### config.mk
export PLATFORM = sky130hd
export DESIGN_NAME = temperature_trend_alarm_flat
export DESIGN_NICKNAME = d
export VERILOG_FILES = /design/src/hw/rtl/tta_pkg.sv /design/src/hw/rtl/tta_if.sv /design/src/hw/rtl/temperature_trend_alarm.sv /design/src/hw/rtl/tta_history.sv /design/src/hw/rtl/tta_rate.sv /design/src/flat_wrapper.sv
export SDC_FILE = /design/constraint.sdc
export NUM_CORES = 2
export LEC_CHECK = 0
export BUFFER_PORTS_ARGS = -buffer_cell sky130_fd_sc_hd__buf_2
export CAP_MARGIN = 15
export CELL_PAD_IN_SITES_DETAIL_PLACEMENT = 2
export CELL_PAD_IN_SITES_GLOBAL_PLACEMENT = 2
export CORE_AREA = 2 2 651 653
export CTS_BUF_LIST = sky130_fd_sc_hd__clkbuf_2 sky130_fd_sc_hd__clkbuf_4 sky130_fd_sc_hd__clkbuf_8
export DETAILED_ROUTE_END_ITERATION = 8
export DIE_AREA = 0 0 653 655
export PLACE_DENSITY_LB_ADDON = 0.3
export SYNTH_ARGS = -nofsm -noshare
export SYNTH_HDL_FRONTEND = slang
export SYNTH_SLANG_ARGS = --single-unit
### constraint.sdc
create_clock -name clk -period 16.8 [get_ports clk]
set_input_delay 1.68 -clock clk [delete_from_list [all_inputs] [get_ports clk]]
set_output_delay 1.68 -clock clk [all_outputs]
set_load 0.05 [all_outputs]
### src/hw/rtl/tta_pkg.sv
// Shared types and constants for the temperature trend alarm.
// Field widths, register reset values, register indexes and result codes.
// No dependencies; every other file of the block imports this package.
`timescale 1ns / 1ps
`default_nettype none

package tta_pkg;

	localparam int DEPTH_DEFAULT = 64;

	localparam int TIME_W     = 32;
	localparam int TEMP_W     = 12;
	localparam int RL_W       = 13;
	localparam int SEC_W      = 12;
	localparam int CLS_W      = 2;
	localparam int RATE_W     = 14;
	localparam int CFG_IDX_W  = 4;
	localparam int CFG_DATA_W = 16;

	// Largest reported rate magnitude; the quotient register is sized to hold one past it.
	localparam int RATE_MAX = 8190;
	localparam int Q_W      = 13;

	localparam logic signed [TEMP_W-1:0] CRIT_RESET   = 12'sd432;
	localparam logic [RL_W-1:0]          RL_RESET     = 13'd48;
	localparam logic [SEC_W-1:0]         WINDOW_RESET = 12'd30;
	localparam logic [SEC_W-1:0]         IGNORE_RESET = 12'd10;

	localparam logic [CFG_IDX_W-1:0] REG_CRITICAL = 4'd0;
	localparam logic [CFG_IDX_W-1:0] REG_RISE     = 4'd1;
	localparam logic [CFG_IDX_W-1:0] REG_WINDOW   = 4'd2;
	localparam logic [CFG_IDX_W-1:0] REG_IGNORE   = 4'd3;

	localparam logic [CLS_W-1:0] CLS_NONE  = 2'd0;
	localparam logic [CLS_W-1:0] CLS_WARN  = 2'd1;
	localparam logic [CLS_W-1:0] CLS_ERROR = 2'd2;

	// Request from the control sequencer to the history ring.
	typedef struct packed {
		logic                     start;
		logic                     scan;
		logic [TIME_W-1:0]        now;
		logic signed [TEMP_W-1:0] temp;
	} hist_req_t;

endpackage

`default_nettype wire

### src/hw/rtl/tta_if.sv
// Channel interfaces of the temperature trend alarm: sample input, result output
// and configuration write. Each has a source and a sink modport.
// Depends on tta_pkg.
`timescale 1ns / 1ps
`default_nettype none

interface tta_sample_if import tta_pkg::*; ();
	logic                     valid;
	logic                     ready;
	logic [TIME_W-1:0]        sample_time;
	logic signed [TEMP_W-1:0] sample_temp;

	modport source (output valid, output sample_time, output sample_temp, input ready);
	modport sink   (input valid, input sample_time, input sample_temp, output ready);
endinterface

interface tta_result_if import tta_pkg::*; ();
	logic                     valid;
	logic                     ready;
	logic [CLS_W-1:0]         anomaly_class;
	logic signed [RATE_W-1:0] rise_rate;

	modport source (output valid, output anomaly_class, output rise_rate, input ready);
	modport sink   (input valid, input anomaly_class, input rise_rate, output ready);
endinterface

interface tta_cfg_if import tta_pkg::*; ();
	logic                  valid;
	logic                  ready;
	logic [CFG_IDX_W-1:0]  index;
	logic [CFG_DATA_W-1:0] data;

	modport source (output valid, output index, output data, input ready);
	modport sink   (input valid, input index, input data, output ready);
endinterface

`default_nettype wire

### src/hw/rtl/temperature_trend_alarm.sv
// Temperature trend alarm top level: configuration registers, item sequencer and
// result register around the history ring and the rise rate unit.
// Depends on tta_pkg, tta_if, tta_history and tta_rate.
//
// Usage: samples {sample_time, sample_temp} enter on the sample channel, one result
// {anomaly_class, rise_rate} leaves on the result channel for each sample, in order.
// The cfg channel is always ready; registers 0..3 are critical level, rise limit,
// window and ignore time, and are to be written only while no sample is in flight.
// A sample is taken only when the previous one has finished its computation.
// A sample over the critical level skips the ring scan and the rate unit; its result
// enters the result register once that is free. Otherwise the ring scan reads one
// entry a cycle through the memory's single read port, over every stored sample, and
// the rate unit then divides by restoring steps, one quotient bit each. The result
// register frees the next sample to enter while the result waits; if the receiver
// stalls, the following result is held until the register empties. Reset empties
// the ring and the result register and loads the default register values; the ring
// needs no clearing pass.
`timescale 1ns / 1ps
`default_nettype none

module temperature_trend_alarm import tta_pkg::*; #(
	parameter int HISTORY_DEPTH = DEPTH_DEFAULT
) (
	input wire logic     clk,
	input wire logic     arst_n,
	tta_cfg_if.sink      cfg,
	tta_sample_if.sink   sample,
	tta_result_if.source result
);

	localparam int CNT_W = $clog2(HISTORY_DEPTH + 1);
	localparam int SUM_W = TEMP_W + CNT_W;

	typedef enum logic [1:0] {
		S_IDLE,
		S_SCAN,
		S_RATE,
		S_FINISH
	} seq_state_t;

	seq_state_t               state_q;
	logic signed [TEMP_W-1:0] crit_q;
	logic [RL_W-1:0]          rise_q;
	logic [SEC_W-1:0]         window_q;
	logic [SEC_W-1:0]         ignore_q;
	logic signed [TEMP_W-1:0] temp_q;
	logic [CLS_W-1:0]         pend_cls_q;
	logic signed [RATE_W-1:0] pend_rate_q;
	logic                     out_valid_q;
	logic [CLS_W-1:0]         out_cls_q;
	logic signed [RATE_W-1:0] out_rate_q;

	hist_req_t                hist_req;
	logic                     accept;
	logic                     over_crit;
	logic                     hist_done;
	logic signed [SUM_W-1:0]  hist_sum;
	logic [CNT_W-1:0]         hist_count;
	logic                     rate_start;
	logic                     rate_done;
	logic                     rate_warn;
	logic signed [RATE_W-1:0] rate_val;
	logic                     slot_free;

	assign cfg.ready    = 1'b1;
	assign sample.ready = (state_q == S_IDLE);
	assign accept       = sample.valid && sample.ready;
	assign over_crit    = sample.sample_temp > crit_q;
	assign rate_start   = (state_q == S_SCAN) && hist_done;
	assign slot_free    = !out_valid_q || result.ready;

	assign hist_req.start = accept;
	assign hist_req.scan  = !over_crit;
	assign hist_req.now   = sample.sample_time;
	assign hist_req.temp  = sample.sample_temp;

	always_ff @(posedge clk or negedge arst_n) begin
		if (!arst_n) begin
			crit_q   <= CRIT_RESET;
			rise_q   <= RL_RESET;
			window_q <= WINDOW_RESET;
			ignore_q <= IGNORE_RESET;
		end else if (cfg.valid) begin
			unique case (cfg.index)
				REG_CRITICAL: crit_q   <= $signed(cfg.data[TEMP_W-1:0]);
				REG_RISE:     rise_q   <= cfg.data[RL_W-1:0];
				REG_WINDOW:   window_q <= cfg.data[SEC_W-1:0];
				REG_IGNORE:   ignore_q <= cfg.data[SEC_W-1:0];
				default: begin
				end
			endcase
		end
	end

	always_ff @(posedge clk or negedge arst_n) begin
		if (!arst_n) begin
			state_q     <= S_IDLE;
			out_valid_q <= 1'b0;
			out_cls_q   <= CLS_NONE;
			out_rate_q  <= '0;
			pend_cls_q  <= CLS_NONE;
			pend_rate_q <= '0;
			temp_q      <= '0;
		end else begin
			// In the finishing state the result register is refilled below whenever
			// a transfer empties it.
			if (result.valid && result.ready && state_q != S_FINISH) begin
				out_valid_q <= 1'b0;
			end
			unique case (state_q)
				S_IDLE: begin
					if (accept) begin
						temp_q <= sample.sample_temp;
						if (over_crit) begin
							pend_cls_q  <= CLS_ERROR;
							pend_rate_q <= '0;
							state_q     <= S_FINISH;
						end else begin
							state_q <= S_SCAN;
						end
					end
				end
				S_SCAN: begin
					if (hist_done) begin
						state_q <= S_RATE;
					end
				end
				S_RATE: begin
					if (rate_done) begin
						pend_cls_q  <= rate_warn ? CLS_WARN : CLS_NONE;
						pend_rate_q <= rate_val;
						state_q     <= S_FINISH;
					end
				end
				S_FINISH: begin
					if (slot_free) begin
						out_valid_q <= 1'b1;
						out_cls_q   <= pend_cls_q;
						out_rate_q  <= pend_rate_q;
						state_q     <= S_IDLE;
					end
				end
				default: begin
					state_q <= S_IDLE;
				end
			endcase
		end
	end

	tta_history #(
		.DEPTH(HISTORY_DEPTH)
	) u_history (
		.clk       (clk),
		.arst_n    (arst_n),
		.req       (hist_req),
		.ignore_sec(ignore_q),
		.span_sec  ({1'b0, window_q} + {1'b0, ignore_q}),
		.done      (hist_done),
		.sum       (hist_sum),
		.count     (hist_count)
	);

	tta_rate #(
		.CNT_W(CNT_W)
	) u_rate (
		.clk       (clk),
		.arst_n    (arst_n),
		.start     (rate_start),
		.cur       (temp_q),
		.sum       (hist_sum),
		.n         (hist_count),
		.window_sec(window_q),
		.rise_limit(rise_q),
		.done      (rate_done),
		.warn      (rate_warn),
		.rate      (rate_val)
	);

	assign result.valid         = out_valid_q;
	assign result.anomaly_class = out_cls_q;
	assign result.rise_rate     = out_rate_q;

endmodule

`default_nettype wire

### src/hw/rtl/tta_history.sv
// Sample history ring of the temperature trend alarm: one synchronous memory,
// write pointer, fill count and the newest-to-oldest scan that sums the window.
// Depends on tta_pkg.
`timescale 1ns / 1ps
`default_nettype none

module tta_history import tta_pkg::*; #(
	parameter int DEPTH = DEPTH_DEFAULT,
	localparam int SLOT_W = $clog2(DEPTH),
	localparam int CNT_W  = $clog2(DEPTH + 1),
	localparam int SUM_W  = TEMP_W + CNT_W
) (
	input  wire logic                    clk,
	input  wire logic                    arst_n,
	input  wire hist_req_t               req,
	input  wire logic [SEC_W-1:0]        ignore_sec,
	input  wire logic [SEC_W:0]          span_sec,
	output logic                         done,
	output logic signed [SUM_W-1:0]      sum,
	output logic [CNT_W-1:0]             count
);

	localparam int ENTRY_W = TIME_W + TEMP_W;
	localparam int CMP_W   = TIME_W + 2;

	logic [ENTRY_W-1:0] mem [DEPTH];

	logic [SLOT_W-1:0]        slot_q;
	logic [CNT_W-1:0]         stored_q;
	logic [TIME_W-1:0]        now_q;
	logic [SLOT_W-1:0]        rd_idx_q;
	logic [CNT_W-1:0]         issued_q;
	logic                     issuing_q;
	logic [ENTRY_W-1:0]       rd_data_s1;
	logic                     valid_s1;
	logic                     last_s1;
	logic                     stop_q;
	logic signed [SUM_W-1:0]  sum_q;
	logic [CNT_W-1:0]         n_q;
	logic                     done_q;

	logic                     issue_last;
	logic [TIME_W-1:0]        t_s1;
	logic signed [TEMP_W-1:0] temp_s1;
	logic                     too_new_s1;
	logic                     too_old_s1;

	assign issue_last = (issued_q + 1'b1) == stored_q;
	assign t_s1       = rd_data_s1[ENTRY_W-1 -: TIME_W];
	assign temp_s1    = $signed(rd_data_s1[TEMP_W-1:0]);
	assign too_new_s1 = (CMP_W'(t_s1) + CMP_W'(ignore_sec)) > CMP_W'(now_q);
	assign too_old_s1 = (CMP_W'(t_s1) + CMP_W'(span_sec)) <= CMP_W'(now_q);

	// Ring storage: the new sample goes in on the accepting edge, and the scan
	// issues its first read in the following cycle, so it always sees that sample.
	always_ff @(posedge clk) begin
		if (req.start) begin
			mem[slot_q] <= {req.now, req.temp};
		end
		if (issuing_q) begin
			rd_data_s1 <= mem[rd_idx_q];
		end
	end

	always_ff @(posedge clk or negedge arst_n) begin
		if (!arst_n) begin
			slot_q    <= '0;
			stored_q  <= '0;
			now_q     <= '0;
			rd_idx_q  <= '0;
			issued_q  <= '0;
			issuing_q <= 1'b0;
			valid_s1  <= 1'b0;
			last_s1   <= 1'b0;
			stop_q    <= 1'b0;
			sum_q     <= '0;
			n_q       <= '0;
			done_q    <= 1'b0;
		end else begin
			done_q   <= valid_s1 && last_s1;
			valid_s1 <= issuing_q;
			last_s1  <= issuing_q && issue_last;

			if (req.start) begin
				now_q     <= req.now;
				slot_q    <= (slot_q == SLOT_W'(DEPTH - 1)) ? '0 : slot_q + 1'b1;
				if (stored_q != CNT_W'(DEPTH)) begin
					stored_q <= stored_q + 1'b1;
				end
				rd_idx_q  <= slot_q;
				issued_q  <= '0;
				issuing_q <= req.scan;
				stop_q    <= 1'b0;
				sum_q     <= '0;
				n_q       <= '0;
			end else if (issuing_q) begin
				rd_idx_q  <= (rd_idx_q == '0) ? SLOT_W'(DEPTH - 1) : rd_idx_q - 1'b1;
				issued_q  <= issued_q + 1'b1;
				issuing_q <= !issue_last;
			end

			// Once an entry at or before the window start is seen, the rest of the
			// ring is ignored.
			if (valid_s1 && !stop_q && !too_new_s1) begin
				if (too_old_s1) begin
					stop_q <= 1'b1;
				end else begin
					sum_q <= sum_q + SUM_W'(temp_s1);
					n_q   <= n_q + 1'b1;
				end
			end
		end
	end

	assign done  = done_q;
	assign sum   = sum_q;
	assign count = n_q;

endmodule

`default_nettype wire

### src/hw/rtl/tta_rate.sv
// Rise rate unit of the temperature trend alarm: forms (cur*n - sum)*60 and n*window,
// decides the warning exactly and divides by restoring steps, one quotient bit a cycle.
// Depends on tta_pkg.
`timescale 1ns / 1ps
`default_nettype none

module tta_rate import tta_pkg::*; #(
	parameter int CNT_W = 7,
	localparam int SUM_W = TEMP_W + CNT_W
) (
	input  wire logic                     clk,
	input  wire logic                     arst_n,
	input  wire logic                     start,
	input  wire logic signed [TEMP_W-1:0] cur,
	input  wire logic signed [SUM_W-1:0]  sum,
	input  wire logic [CNT_W-1:0]         n,
	input  wire logic [SEC_W-1:0]         window_sec,
	input  wire logic [RL_W-1:0]          rise_limit,
	output logic                          done,
	output logic                          warn,
	output logic signed [RATE_W-1:0]      rate
);

	localparam int P1_W   = SUM_W + 1;
	localparam int NUM_W  = P1_W + 6;
	localparam int DEN_W  = SEC_W + CNT_W;
	localparam int LIM_W  = RL_W + DEN_W;
	localparam int CMPW   = LIM_W + 1;
	localparam int DIV_W  = DEN_W + Q_W;
	localparam int STEP_W = $clog2(Q_W);

	typedef enum logic [2:0] {
		R_IDLE,
		R_NUM,
		R_LIM,
		R_PREP,
		R_DIV,
		R_OUT
	} rate_state_t;

	rate_state_t             state_q;
	logic signed [P1_W-1:0]  p1_q;
	logic [DEN_W-1:0]        den_q;
	logic                    zero_q;
	logic signed [NUM_W-1:0] num_q;
	logic [LIM_W-1:0]        lim_q;
	logic [NUM_W-1:0]        mag_q;
	logic                    neg_q;
	logic                    ovf_q;
	logic [DIV_W-1:0]        rem_q;
	logic [DIV_W-1:0]        dsh_q;
	logic [Q_W-1:0]          quo_q;
	logic [STEP_W-1:0]       step_q;
	logic                    done_q;
	logic                    warn_q;
	logic signed [RATE_W-1:0] rate_q;

	logic signed [P1_W-1:0]  cur_w;
	logic signed [P1_W-1:0]  n_w;
	logic [DEN_W-1:0]        n_d;
	logic [DEN_W-1:0]        w_d;
	logic signed [NUM_W-1:0] diff_w;
	logic [LIM_W-1:0]        rl_l;
	logic [LIM_W-1:0]        den_l;
	logic signed [CMPW-1:0]  num_c;
	logic signed [CMPW-1:0]  lim_c;
	logic                    sat;
	logic [RATE_W-1:0]       mag_r;

	assign cur_w  = P1_W'(cur);
	assign n_w    = $signed({{(P1_W - CNT_W){1'b0}}, n});
	assign n_d    = DEN_W'(n);
	// A zero window divides as a window of one.
	assign w_d    = (window_sec == '0) ? DEN_W'(1) : DEN_W'(window_sec);
	assign diff_w = NUM_W'(p1_q - P1_W'(sum));
	assign rl_l   = LIM_W'(rise_limit);
	assign den_l  = LIM_W'(den_q);
	assign num_c  = CMPW'(num_q);
	assign lim_c  = $signed({1'b0, lim_q});
	assign sat    = ovf_q || (quo_q == Q_W'(RATE_MAX + 1));
	assign mag_r  = sat ? RATE_W'(RATE_MAX) : RATE_W'(quo_q);

	always_ff @(posedge clk or negedge arst_n) begin
		if (!arst_n) begin
			state_q <= R_IDLE;
			done_q  <= 1'b0;
			warn_q  <= 1'b0;
			rate_q  <= '0;
			step_q  <= '0;
		end else begin
			done_q <= (state_q == R_OUT);
			unique case (state_q)
				R_IDLE: begin
					if (start) begin
						p1_q    <= cur_w * n_w;
						den_q   <= n_d * w_d;
						zero_q  <= (n == '0);
						state_q <= R_NUM;
					end
				end
				R_NUM: begin
					num_q   <= (diff_w <<< 6) - (diff_w <<< 2);
					state_q <= R_LIM;
				end
				R_LIM: begin
					lim_q   <= rl_l * den_l;
					neg_q   <= num_q[NUM_W-1];
					mag_q   <= num_q[NUM_W-1] ? NUM_W'(-num_q) : NUM_W'(num_q);
					state_q <= R_PREP;
				end
				R_PREP: begin
					// With no qualifying sample the rate is zero, so only a zero limit warns.
					warn_q  <= zero_q ? (rise_limit == '0) : (num_c >= lim_c);
					ovf_q   <= DIV_W'(mag_q) >= (DIV_W'(den_q) << Q_W);
					rem_q   <= DIV_W'(mag_q);
					dsh_q   <= DIV_W'(den_q) << (Q_W - 1);
					quo_q   <= '0;
					step_q  <= STEP_W'(Q_W - 1);
					state_q <= R_DIV;
				end
				R_DIV: begin
					if (rem_q >= dsh_q) begin
						rem_q <= rem_q - dsh_q;
						quo_q <= {quo_q[Q_W-2:0], 1'b1};
					end else begin
						quo_q <= {quo_q[Q_W-2:0], 1'b0};
					end
					dsh_q <= dsh_q >> 1;
					if (step_q == '0) begin
						state_q <= R_OUT;
					end else begin
						step_q <= step_q - 1'b1;
					end
				end
				R_OUT: begin
					if (zero_q) begin
						rate_q <= '0;
					end else begin
						rate_q <= neg_q ? $signed(-mag_r) : $signed(mag_r);
					end
					state_q <= R_IDLE;
				end
				default: begin
					state_q <= R_IDLE;
				end
			endcase
		end
	end

	assign done = done_q;
	assign warn = warn_q;
	assign rate = rate_q;

endmodule

`default_nettype wire

### src/flat_wrapper.sv
// flat-port wrapper written by rule: the top's interface ports become plain ports
module temperature_trend_alarm_flat import tta_pkg::*;
#(
	parameter int HISTORY_DEPTH = DEPTH_DEFAULT
)
  (clk, arst_n, cfg_valid, cfg_index, cfg_data, cfg_ready, sample_valid, sample_sample_time, sample_sample_temp, sample_ready, result_valid, result_anomaly_class, result_rise_rate, result_ready);
  tta_cfg_if cfg_i ();
  tta_sample_if sample_i ();
  tta_result_if result_i ();
  input wire logic clk;
  input wire logic arst_n;
  input wire logic [$bits(cfg_i.valid)-1:0] cfg_valid;
  input wire logic [$bits(cfg_i.index)-1:0] cfg_index;
  input wire logic [$bits(cfg_i.data)-1:0] cfg_data;
  output wire logic [$bits(cfg_i.ready)-1:0] cfg_ready;
  input wire logic [$bits(sample_i.valid)-1:0] sample_valid;
  input wire logic [$bits(sample_i.sample_time)-1:0] sample_sample_time;
  input wire logic [$bits(sample_i.sample_temp)-1:0] sample_sample_temp;
  output wire logic [$bits(sample_i.ready)-1:0] sample_ready;
  output wire logic [$bits(result_i.valid)-1:0] result_valid;
  output wire logic [$bits(result_i.anomaly_class)-1:0] result_anomaly_class;
  output wire logic [$bits(result_i.rise_rate)-1:0] result_rise_rate;
  input wire logic [$bits(result_i.ready)-1:0] result_ready;
  assign cfg_i.valid = cfg_valid;
  assign cfg_i.index = cfg_index;
  assign cfg_i.data = cfg_data;
  assign cfg_ready = cfg_i.ready;
  assign sample_i.valid = sample_valid;
  assign sample_i.sample_time = sample_sample_time;
  assign sample_i.sample_temp = sample_sample_temp;
  assign sample_ready = sample_i.ready;
  assign result_valid = result_i.valid;
  assign result_anomaly_class = result_i.anomaly_class;
  assign result_rise_rate = result_i.rise_rate;
  assign result_i.ready = result_ready;
  temperature_trend_alarm #(.HISTORY_DEPTH(HISTORY_DEPTH)) u_core (.clk(clk), .arst_n(arst_n), .cfg(cfg_i), .sample(sample_i), .result(result_i));
endmodule
; ---- After elaboration in Yosys (flattened, before gate mapping)
; Memories as Yosys holds them, arrays and structs flattened. A register that Yosys moved wholly into a read port is not among the register bits.
; Cells that the tools add are included.
[word_totals]
register_bits = 411
n_memories = 1
ram_bits = 2816
in_bits = 69
output_inout_bits = 19
[op_classes]
n_reduce_logical = 43
n_mux = 53
order_cmp = 6
n_addsub = 15
eq_ne = 25
n_mul = 3
[mem_list]
columns = name, words, word_bits, rd, rd_clocked_by_memory_dff, write_ports, line
row1 = u_core.u_history.mem, 64, 44, 1, 1, 1, tta_history.sv:26  ; logic [ENTRY_W-1:0] mem [DEPTH];
[op_table]
columns = op, n
row1 = 32-bit one-hot mux with 2 select lines, 2
row2 = 14-bit two-way mux, 5
row3 = 19-bit two-way mux, 3
row4 = 7-bit two-way mux, 5
row5 = 32-bit by 12-bit adder with 33-bit output, 1
row6 = 32-bit by 13-bit adder with 33-bit output, 1
row7 = 26-bit by 33-bit >= comparator with 1-bit output, 1
row8 = 33-bit by 32-bit greater-than comparator with 1-bit output, 1
row9 = 33-bit by 32-bit less-or-equal comparator with 1-bit output, 1
row10 = 26-bit by 32-bit >= comparator with 1-bit output, 1
row11 = 32-bit >= comparator, 1
row12 = 13-bit by 19-bit multiplier with 32-bit output, 1
row13 = 32-bit two-way mux, 1
row14 = 32-bit subtractor, 1
row15 = 14-bit one-hot mux with 2 select lines, 1
row16 = 26-bit negation, 1
row17 = 13-bit one-hot mux with 2 select lines, 1
row18 = 2-bit AND reduction, 13
row19 = 26-bit by 23-bit subtractor with 26-bit output, 1
row20 = 25-bit two-way mux, 1
row21 = 6-bit two-way mux, 4
row22 = "7-bit by 1-bit adder with 7-bit output, second input constant", 3
row23 = 20-bit by 19-bit subtractor with 21-bit output, 1
row24 = 12-bit by 8-bit multiplier with 20-bit output, 1
row25 = 44 further kinds, 93

; ---- Logic depth before layout (Yosys ltp)
[logic_depth]
depth_word = 6
mapped_depth = 25
mapped_depth_nobuf = 24

; ---- Hierarchy
; Synthesis repeated with hierarchy kept, for this count alone.
[unflattened]
hier_cells = 9111
area_unflattened_um2 = 148932.8
[by_module_without_submodules]
columns = module, area_per_inst_um2, cells_each, n_inst
row1 = tta_history, 116834.6, 5740, 1
row2 = tta_rate, 27012.2, 2907, 1
row3 = temperature_trend_alarm, 5086.1, 464, 1

; ---- Worst setup path after synthesis
; No wires, ideal clock.
[synth_timing]
path_kind = register -> register
start = register u_core.rise_q[4]
end = register u_core.u_rate.lim_q[30], data pin
required_ns = 16.542
stages_incl_launch_ff = 22
slack_ns = 11.068
n_path_buf = 2
synth_period_minus_slack_ns = 5.732
arrival_time_ns = 5.475
cell_sequence = dfstp_2 clkbuf_1 nand2_1 fa_1 fa_1 inv_1 fa_1 fa_1 inv_1 fa_1 inv_1 ha_1 clkbuf_1 nand3_1 o31ai_1 a21oi_1 o31a_1 o31a_1 o21ai_1 o21a_1 nor2_1 xnor2_1
[synth_via]
elab_chain_cells = 1
[synth_lines]
columns = element, line
row1 = "start, declared", temperature_trend_alarm.sv:43  ; logic [RL_W-1:0] rise_q;
row2 = "start signal, assigned", temperature_trend_alarm.sv:86  ; REG_RISE: rise_q <= cfg.data[RL_W-1:0];
row3 = 13-bit by 19-bit multiplier with 32-bit output, tta_rate.sv:106  ; lim_q <= rl_l * den_l;
row4 = "end signal, assigned", tta_rate.sv:106
row5 = "end, declared", tta_rate.sv:46  ; logic [LIM_W-1:0] lim_q;
; No other way between the ends.
; A chain may end at the register's enable or synchronous reset.

; ---- Worst setup path after layout
[layout_timing]
start = register u_core.window_q[1]
end = register u_core.u_history.n_q[3] (netlist: u_core.u_history.count[3])
[layout_via]
elab_chain_cells = 5
[layout_lines]
columns = element, line
row1 = "start, declared", temperature_trend_alarm.sv:44  ; logic [SEC_W-1:0] window_q;
row2 = "start signal, assigned", temperature_trend_alarm.sv:87  ; REG_WINDOW: window_q <= cfg.data[SEC_W-1:0];
row3 = 12-bit by 12-bit adder with 13-bit output, temperature_trend_alarm.sv:157  ; .span_sec ({1'b0, window_q} + {1'b0, ignore_q}),
row4 = 32-bit by 13-bit adder with 33-bit output, tta_history.sv:52  ; assign too_old_s1 = (CMP_W'(t_s1) + CMP_W'(span_sec)) <= CMP_W'(now_q);
row5 = 33-bit by 32-bit less-or-equal comparator with 1-bit output, tta_history.sv:52
row6 = 7-bit two-way mux, tta_history.sv:105  ; if (too_old_s1) begin
row7 = 7-bit two-way mux, tta_history.sv:104  ; if (valid_s1 && !stop_q && !too_new_s1) begin
row8 = "end signal, assigned", tta_history.sv:109  ; n_q <= n_q + 1'b1;
row9 = "end, declared", tta_history.sv:39  ; logic [CNT_W-1:0] n_q;
; No other way between the ends.

==> flow_metrics.py <==
metrics = {
    "route": {
        "drt_first_pass_iters": 5,
        "drc": 0,
        "antenna_left": 0,
        "routed_via_density": 5.48,
        "post_drt_wl_per_cell_um": 32.2,
        "drt_iter0_drc": 7321,
        "wl_um": 474000,
        "vias": 80777,
    },
    "synthesis": {
        "seq_area_frac_synth_pct": 66.1,
        "synthAdderAreaFrac_pct": 7.79,
        "syn_area_um2": 147000,
        "ys_top_cells_by_area": "edfxtp_1, mux4_2, fa_1",
        "ys_async_sr_fraction_pct": 6.37,
        "synth-edff-count": 3058,
        "synth_flop_cell": "edfxtp_1",
        "synth_compound_area_share_pct": 3.11,
        "synthesis.nets": 9034,
        "ys_ff_latch": 3266,
        "ys_warn_count": 0,
        "synth_top_family_by_area": "multiplexers",
        "muxShareOfSynthArea_pct": 14.6,
        "postSynthAreaPerCell_um2": 17.8,
        "synth_top_area_share_pct": 62.6,
        "synth-xor-area-share_pct": 1.51,
        "yosysTopAreaCell": "edfxtp_1",
        "synth_cells": 8243,
        "synthSimpleGateAreaFrac_pct": 4.39,
        "ys_types": 82,
    },
    "finish": {
        "fill_cells": 40375,
        "register_area_um2": 97100,
        "multi_input_area_um2": 46600,
        "final_area_um2": 167000,
        "mostFrequentLayoutCell": "edfxtp_1",
        "syn_to_final_growth_pct": 13.5,
        "fin_util_pct": 39.5,
        "final_cell_mix": "edfxtp_1, mux4_2, clkbuf_8",
        "fin_nets": 9521,
        "drive_gt1_share_pct": 24.9,
    },
    "clock_network": {
        "numCtsBuffers": 564,
        "cts_max_level": 6,
        "cts_tree": "built",
        "cts_setup_buffers": 0,
        "cts-resized-gates": 0,
        "path_clk_slew_ps": 60,
        "root_buffer": "clkbuf_8",
        "cts_max_path_buffers": 4,
        "insertion_delay_ps": 1220,
        "cts_sinks": 3266,
        "cts_hold_buf": 0,
    },
    "die": {
        "rows": 239,
        "boundaryPins": 88,
        "dieArea_um2": 428000,
        "initial_core_util_pct": 34.8,
        "fp.dieH_um": 655,
        "coreArea_um2": 422000,
        "die_width_um": 653,
    },
    "critical_path": {
        "path_class": "register to register",
        "cp.required_ps": 17720,
        "arrival_ps": 8790,
        "crit_fanout": 22,
        "crit_path_end_kind": "register",
        "worst_setup_path_start_kind": "register",
    },
    "timing": {
        "maxSlewViolCount": 0,
        "slew_headroom_pct": 19.7,
        "period_share_pct": 46.8,
        "period_needed_ps": 7870,
        "holdWs_ps": 499,
        "clock_skew_ps": 126,
        "finalSetupViolCount": 0,
        "finalHoldViolCount": 0,
        "fin_setup_tns_ps": 0,
        "rsz0062_at_grt": "no",
        "fmax_mhz": 127,
        "worst_pin_slew_ps": 1200,
    },
    "placement": {
        "placed_area_um2": 155000,
        "io_buffer_count": 83,
        "gp_congestion": 0.794,
        "dp_hpwl_um": 281000,
    },
    "power": {
        "ir_drop_mv": 0.252,
        "p_per_area_nw_per_um2": 130,
        "cellLeakagePower_nw": 57.4,
    },
    "grt": {
        "grt_pass1_wl_um": 676000,
        "antenna_found_initial": 31,
        "grt_pass1_vias": 90178,
        "overflow": 0,
        "grt_max_degree": 147,
        "grt_usage_pct": 22.0,
    },
    "job": {
        "maxCapViolations": 0,
    },
    "worst_hold_path": {
        "hold_path_class": "register to register",
    },
    "run_status": {
        "status": "completed",
    },
}
critical path, cell delays in order, from the launching register on:
cell and delay, ps:
dfstp_2 700, fa_1 480, ha_1 250, fa_1 480, a21o_1 190, a21oi_1 230, o21bai_1 120, a21o_1 210
a21oi_1 480, o21ai_0 200, a21oi_1 560, xnor2_1 180, ha_1 310, nand4_1 210, nor4_1 890, o21ai_0 270
nor4bb_1 270, o211ai_1 200, a22o_1 270, and4_1 210, buf_4 330, nor2_1 250, o21ai_0 230, o21ai_0 130
state kept, by name, indices dropped and copies added (netlist names), 24 cells and up:
register / count
u_core.u_history.mem: 2816
u_core.u_history.now_q: 32
u_core.u_history.rd_data_s1: 44
u_core.u_rate.dsh_q: 31
u_core.u_rate.lim_q: 32
u_core.u_rate.mag_q: 24
u_core.u_rate.num_q: 24
u_core.u_rate.rem_q: 32
Yosys cell counts (all sizes together) (16+ instances only):
cell type     n
nor2        235
nand3       106
ha          403
inv         600
buf          77
and3         32
dfrtp       196
a31oi        19
edfxtp     3058
nand4        47
or3          22
o31ai        20
o21bai       24
nand2b       45
nor2b        34
nand2       476
and2        217
fa          319
a21o         78
o21a         33
xnor2       180
a221o        16
xor2         73
o21ai       228
nor3         38
a21oi       184
clkbuf      287
mux4        924
mux2         54
nor4         21
a211oi       26
per-layer routing:
metal	GRT usage, %	routed length [um]
met5	0	46
met4	6.97	16500
met3	3.33	25500
met2	39.2	245000
met1	27.5	187000
metrics by stage:
step                      std cells  worst slack, ps  total power [mW]
after global placement        13688             9310              14.3
after CTS                     14701             8950              22.0
final                         14741             8930              21.6
after floorplan                8243            11070              12.8
after detailed placement      13693             8980              14.5
after global routing          14733             8760              22.8
power breakdown:
group	internal (mW)	switching, mW
Clock	3.95	3.50
Combinational	2.00	2.94
Sequential	9.16	0.0928
Total	15.1	6.53
cells by family after synthesis:
| group | Yosys count |
|---|---|
| multiplexers | 980 |
| AND/OR/NAND/NOR | 1329 |
| XOR/XNOR | 253 |
| flip-flops | 3266 |
| buffers and inverters | 964 |
| adder cells (fa/ha/maj) | 722 |
| AO/OA/AOI/OAI | 728 |
| other | 1 |
cell type report:
type / instances / share of cell area, %
tap: 5543 / 4.16
inverter: 600 / 1.35
multi-input combinational: 4013 / 28.0
timing repair buffer: 285 / 1.37
clock buffer: 796 / 5.86
clock inverter: 212 / 0.928
sequential: 3266 / 58.3
antenna: 26 / 0.0391
path summary, 6_finish.rpt:
check,to,start,cells after the start,slack (ps)
setup reg to reg,u_core.u_history.count[3],u_core.window_q[1],23,8930
setup / recovery,u_core.u_history.count[3],u_core.window_q[1],23,8930
hold / removal,u_core.result.rise_rate[8],u_core.result.rise_rate[8],1,500
max in group asynchronous,u_core.window_q[11],arst_n,3,14030
min in group asynchronous,u_core.pend_rate_q[6],arst_n,1,510
hold reg to reg,u_core.result.rise_rate[8],u_core.result.rise_rate[8],1,500
No activity file was read; power rests on OpenSTA's default activity.
